<file path="config.mk">
export PLATFORM = sky130hd
export DESIGN_NAME = ffha_ctrl
export DESIGN_NICKNAME = d
export VERILOG_FILES = /design/src/rtl/ffha_pkg.sv /design/src/rtl/ffha_ctrl.sv
export SDC_FILE = /design/constraint.sdc
export NUM_CORES = 1
export LEC_CHECK = 0
export BUFFER_PORTS_ARGS = -buffer_cell sky130_fd_sc_hd__buf_2
export CAP_MARGIN = 20
export CORE_UTILIZATION = 35
export CTS_CLUSTER_SIZE = 28
export DETAILED_ROUTE_END_ITERATION = 8
export GPL_ROUTABILITY_DRIVEN = 0
export GPL_TIMING_DRIVEN = 1
export REMOVE_ABC_BUFFERS = 1
export SYNTH_ARGS = -nofsm -noshare
export SYNTH_HDL_FRONTEND = slang
export SYNTH_SLANG_ARGS = --single-unit
</file>
<file path="constraint.sdc">
create_clock -name clock -period 1.65 [get_ports clock]
set_input_delay 0.0825 -clock clock [delete_from_list [all_inputs] [get_ports clock]]
set_output_delay 0.0825 -clock clock [all_outputs]
set_load 0.01 [all_outputs]
</file>
<file path="src/rtl/ffha_pkg.sv">
// shared types, constants and codes for the first-fit heap allocator
// no dependencies
`default_nettype none

package ffha_pkg;

   localparam int WORD_W         = 13;
   localparam int ADDR_W         = 14;
   localparam int NEED_W         = 14;
   localparam int BYTES_W        = 14;
   localparam int DEF_HEAP_WORDS = 4096;
   localparam int DEF_WORD_BYTES = 4;
   localparam int HDR_WORDS      = 2;
   localparam int MIN_SPLIT      = 3;

   localparam logic [WORD_W-1:0] NULL_LINK = 13'h1FFF;

   typedef struct packed {
      logic               mode;
      logic [BYTES_W-1:0] size_bytes;
      logic [WORD_W-1:0]  handle;
   } req_type;

   typedef struct packed {
      logic [WORD_W-1:0] result_handle;
      logic              ok;
   } rsp_type;

   localparam logic MODE_ALLOC = 1'b0;

   typedef enum logic [4:0] {
      ST_CLEAR, ST_IDLE, ST_DECODE, ST_A_NEED, ST_A_CHECK, ST_A_SIZE, ST_A_NEXT,
      ST_S1, ST_S2, ST_S3, ST_S4, ST_S5, ST_S6, ST_S7, ST_T1, ST_T2, ST_FAIL,
      ST_F_RD1, ST_F_RD0, ST_F_NEXT, ST_M_CHECK, ST_M_NEXT, ST_MG2, ST_MG3,
      ST_MG4, ST_PUSH
   } ctrl_state_type;

   typedef enum logic [4:0] {
      CMD_NONE, CMD_CLEAR, CMD_LOAD, CMD_MUL, CMD_NEED, CMD_RD_QSZ, CMD_SIZE,
      CMD_STEP, CMD_RD_LINK, CMD_RD_Q, CMD_SPL_RD, CMD_SPL_W0, CMD_SPL_W1,
      CMD_SPL_W2, CMD_SPL_W3, CMD_SPL_W4, CMD_SPL_W5, CMD_TAKE, CMD_FAIL,
      CMD_F_RD1, CMD_F_RD0, CMD_F_NEXT, CMD_MG_W0, CMD_MG_W1, CMD_MG_LINK,
      CMD_PUSH
   } cmd_type;

   typedef struct packed {
      logic clr_done;
      logic req_alloc;
      logic req_zero;
      logic req_bad;
      logic walk_end;
      logic q_is_pnext;
      logic fits;
      logic split;
      logic contig;
   } status_type;

endpackage

`default_nettype wire

</file>
<file path="src/rtl/ffha_ctrl.sv">
// sequencing state machine of the heap allocator
// depends on ffha_pkg; drives ffha_dpath through a command code
`default_nettype none

module ffha_ctrl (
   input  wire                  clock,
   input  wire                  reset,
   input  wire                  start,
   input  ffha_pkg::status_type status,
   output ffha_pkg::cmd_type    cmd,
   output logic                 busy
);
   import ffha_pkg::*;

   ctrl_state_type state_ff, state_in;

   // state register
   always_ff @(posedge clock) begin
      if (reset) begin
         state_ff <= ST_CLEAR;
      end else begin
         state_ff <= state_in;
      end
   end

   assign busy = (state_ff != ST_IDLE);

   // next state and command
   always_comb begin
      state_in = state_ff;
      cmd      = CMD_NONE;
      case (state_ff)
         ST_CLEAR: begin
            cmd = CMD_CLEAR;
            if (status.clr_done) state_in = ST_IDLE;
         end
         ST_IDLE: begin
            if (start) begin
               cmd      = CMD_LOAD;
               state_in = ST_DECODE;
            end
         end
         ST_DECODE: begin
            cmd = CMD_MUL;
            if (status.req_alloc) begin
               state_in = status.req_zero ? ST_FAIL : ST_A_NEED;
            end else begin
               state_in = status.req_bad ? ST_FAIL : ST_F_RD1;
            end
         end
         ST_A_NEED: begin
            cmd      = CMD_NEED;
            state_in = ST_A_CHECK;
         end
         ST_A_CHECK: begin
            if (status.walk_end) begin
               state_in = ST_FAIL;
            end else begin
               cmd      = CMD_RD_QSZ;
               state_in = ST_A_SIZE;
            end
         end
         ST_A_SIZE: begin
            cmd = CMD_SIZE;
            if (status.fits) state_in = status.split ? ST_S1 : ST_T1;
            else             state_in = ST_A_NEXT;
         end
         ST_A_NEXT: begin
            cmd      = CMD_STEP;
            state_in = ST_A_CHECK;
         end
         ST_S1: begin cmd = CMD_SPL_RD;  state_in = ST_S2; end
         ST_S2: begin cmd = CMD_SPL_W0;  state_in = ST_S3; end
         ST_S3: begin cmd = CMD_SPL_W1;  state_in = ST_S4; end
         ST_S4: begin cmd = CMD_SPL_W2;  state_in = ST_S5; end
         ST_S5: begin cmd = CMD_SPL_W3;  state_in = ST_S6; end
         ST_S6: begin cmd = CMD_SPL_W4;  state_in = ST_S7; end
         ST_S7: begin cmd = CMD_SPL_W5;  state_in = ST_T1; end
         ST_T1: begin cmd = CMD_RD_LINK; state_in = ST_T2; end
         ST_T2: begin cmd = CMD_TAKE;    state_in = ST_IDLE; end
         ST_FAIL: begin cmd = CMD_FAIL;  state_in = ST_IDLE; end
         ST_F_RD1: begin cmd = CMD_F_RD1; state_in = ST_F_RD0; end
         ST_F_RD0: begin cmd = CMD_F_RD0; state_in = ST_F_NEXT; end
         ST_F_NEXT: begin
            cmd      = CMD_F_NEXT;
            state_in = status.contig ? ST_M_CHECK : ST_PUSH;
         end
         ST_M_CHECK: begin
            if (status.walk_end) begin
               state_in = ST_PUSH;
            end else if (status.q_is_pnext) begin
               cmd      = CMD_RD_Q;
               state_in = ST_MG2;
            end else begin
               cmd      = CMD_RD_LINK;
               state_in = ST_M_NEXT;
            end
         end
         ST_M_NEXT: begin cmd = CMD_STEP;    state_in = ST_M_CHECK; end
         ST_MG2:    begin cmd = CMD_MG_W0;   state_in = ST_MG3; end
         ST_MG3:    begin cmd = CMD_MG_W1;   state_in = ST_MG4; end
         ST_MG4:    begin cmd = CMD_MG_LINK; state_in = ST_PUSH; end
         ST_PUSH:   begin cmd = CMD_PUSH;    state_in = ST_IDLE; end
         default: begin
            state_in = ST_IDLE;
         end
      endcase
   end

endmodule

`default_nettype wire

</file>
==> flow_metrics.py <==
metrics = {
    "power": {
        "power_density_nw_per_um2": 443,
        "total_power_uw": 492,
        "vdd_drop_max_mv": 0.262,
        "leakagePower_nw": 0.431,
    },
    "sta": {
        "finalCriticalPeriod_ps": 1600,
        "fin_skew_ps": 14.6,
        "post-route-period-util_pct": 97.1,
        "timing.fmax_mhz": 624,
        "final-max-slew-violation-count": 0,
        "setup_violations": 0,
        "max_slew_margin_pct": 77.9,
        "finalHoldViolCount": 0,
        "worst_pin_slew_ps": 330,
    },
    "floorplan": {
        "die_w_um": 50.7,
        "die-area_um2": 2570,
        "dieHeight_um": 50.7,
        "coreArea_um2": 2230,
        "core.rowCount": 17,
        "start_util_pct": 37.1,
        "io_pins": 18,
    },
    "place": {
        "placedCellCount": 168,
        "dp_hpwl_um": 1850,
        "portBuffers": 17,
    },
    "logic_synthesis": {
        "synth_area_leader_cell": "dfxtp_1",
        "ys_top_cells_by_area": "dfxtp_1, o21ai_0, buf_6, nor2_1, o22ai_1",
        "synthSimpleGateAreaFrac_pct": 28.4,
        "ys_types": 44,
        "synth-edff-count": 0,
        "synth.top_cell.area_share_pct": 12.1,
        "syn_area_um2": 830,
        "synth_ff_type": "dfxtp_1",
        "synthAdderAreaFrac_pct": 0,
        "ys_seq_elements": 5,
        "synth_most_common_cell": "nor2_1",
        "synthArstFlopShare_pct": 0,
        "yosys_warnings": 0,
        "yosysSeqAreaShare_pct": 12.1,
        "synth_mux_area_share_pct": 2.56,
        "avgSynthCellArea_um2": 6.74,
        "syn-instance-count": 123,
        "synth_common_cells": "nor2_1, o21ai_0, nand2_1",
        "synth_xor_area_share_pct": 1.06,
        "synth_top_family_by_area": "compound AO/OA/AOI/OAI gates",
        "synth_compound_area_share_pct": 42.7,
    },
    "global_route": {
        "grt_overflow": 0,
        "grt_pass1_wl_um": 4470,
        "grt_start_max_net_pins": 16,
        "antenna_found_initial": 0,
        "grt_usage_pct": 23.1,
        "grt_pass1_vias": 945,
    },
    "layout": {
        "antenna_cells": 0,
        "nNetsFinal": 160,
        "layout-drive-gt1-share_pct": 39.5,
        "top_register": "state_ff",
        "largest_reg_flops": 5,
        "fin_cells": 175,
        "reg_top3": "state_ff x5",
        "syn_to_final_growth_pct": 33.9,
    },
    "drt": {
        "met2_length_um": 1320,
        "drc": 0,
        "top_layer": "met4",
        "m1WireLength_um": 1130,
        "drt_wl_total_um": 2790,
        "drtIter0Drc": 80,
        "vias": 1079,
        "avgRoutedWirePerCell_um": 15.9,
        "final_antenna_net_count": 0,
        "first_pass_iters": 4,
        "vias_per_cell": 6.17,
        "wl_met3_um": 254,
    },
    "worst_setup_path": {
        "start_kind": "flip-flop",
        "worst_ep_required_time_ps": 1570,
        "end_kind": "primary output",
        "worstSetupPathType": "reg2out",
        "timing.critical_path.arrival_ps": 1520,
        "crit_path_max_fanout": 15,
    },
    "clock_network": {
        "cts_max_level": 1,
        "path_clk_slew_ps": 60,
        "ctsHoldBuffers": 0,
        "tritoncts": "yes",
        "clock_path_buffers": 2,
        "worstSkewPairLatency_ps": 270,
        "cts-root-buf": "clkbuf_4",
        "cts_sinks": 5,
        "cts_buffers": 3,
    },
    "worst_hold_path": {
        "hold_class": "in2reg",
    },
    "job": {
        "drv_cap": 0,
    },
    "status": {
        "status": "complete, no violations",
    },
}
## final timing paths
check | end | cells after the start | from | slack (ps)
setup / recovery | cmd[1] | 6 | state_ff[1] | 50
setup reg to reg | state_ff[0] | 6 | state_ff[1] | 130
hold reg to reg | state_ff[2] | 2 | state_ff[3] | 710
hold / removal | state_ff[0] | 2 | reset | 50
## final cells by class
cell class              count  area, um2
fillers                   228       1120
multi-input cells         100        663
repair buffers             32        250
well taps                  28       35.0
clock buffers               4       26.3
flip-flops and latches      5        114
inverters                   6       22.5
## layer usage
layer / vias to the layer above / GRT usage [%]
li1: 513 / -
met1: 471 / 29.9
met2: 79 / 37.3
met3: 16 / 2.42
met4: 0 / 12.5
met5: - / 0
## power by group
part           total (mW)  switching (mW)  internal (mW)
registers           0.132         0.00900          0.123
clock network       0.163          0.0705         0.0927
logic               0.197           0.105         0.0918
total               0.492           0.184          0.308
## worst max-delay path, stage by stage (launching register included)
cell and delay, ps:
dfxtp_2 360, buf_12 150, inv_1 80, a21o_1 160, a211oi_1 230, o32ai_1 120, buf_2 150
## repair_timing
action | 4_1_cts | 5_1_grt
gates cloned | 1 | 0
setup endpoints to repair | 4 | 5
buffers inserted | 0 | 2
endpoints found under the hold margin | 0 | 0
resized for setup | 12 | 14
pin swaps | 0 | 4
## placed cells by master, fill, tap and decap left out, types with 2 or more instances in the layout
cell | synthesis | routed
buf_2 | 7 | 17
o21ai_0 | 11 | 10
buf_4 | 1 | 9
nand2_1 | 8 | 8
nor2_1 | 12 | 7
nor2_2 | 2 | 6
a21oi_1 | 7 | 6
o22ai_1 | 6 | 6
o21ai_1 | 4 | 5
inv_1 | 6 | 4
nor3_1 | 4 | 4
buf_6 | 4 | 4
nand2b_1 | 5 | 3
a211oi_1 | 3 | 3
a21o_1 | 3 | 3
clkbuf_4 | 0 | 3
dfxtp_4 | 0 | 3
inv_2 | 0 | 2
nand2b_4 | 0 | 2
and3_1 | 2 | 2
nand3b_1 | 2 | 2
o22a_1 | 2 | 2
nor2b_1 | 3 | 2
a22oi_1 | 2 | 2
a311oi_1 | 2 | 2
dfxtp_2 | 0 | 2
## through the flow
| stage | cell area (um2) | TNS, ps | setup WS, ps | hold slack (ps) | utilization [%] |
|---|---|---|---|---|---|
| finish | 1110 | 0 | 47.7 | 54.8 | 49.7 |
| global route | 1110 | -3.61 | -3.61 | 65.9 | 49.7 |
| CTS | 1060 | 0 | 5.77 | 60.1 | 47.4 |
| detailed placement | 965 | 0 | 102 | 339 | 43.2 |
| global placement | 965 | 0 | 101 | 340 | 43.2 |
| floorplan | 742 | -69.3 | -58.2 | 154 | - |
## logic make-up after synthesis
family                 Yosys count
multiplexers                     2
buffers and inverters           18
flip-flops                       5
XOR/XNOR                         1
AO/OA/AOI/OAI                   52
AND/OR/NAND/NOR                 45
No activity file was read; power rests on OpenSTA's default activity.
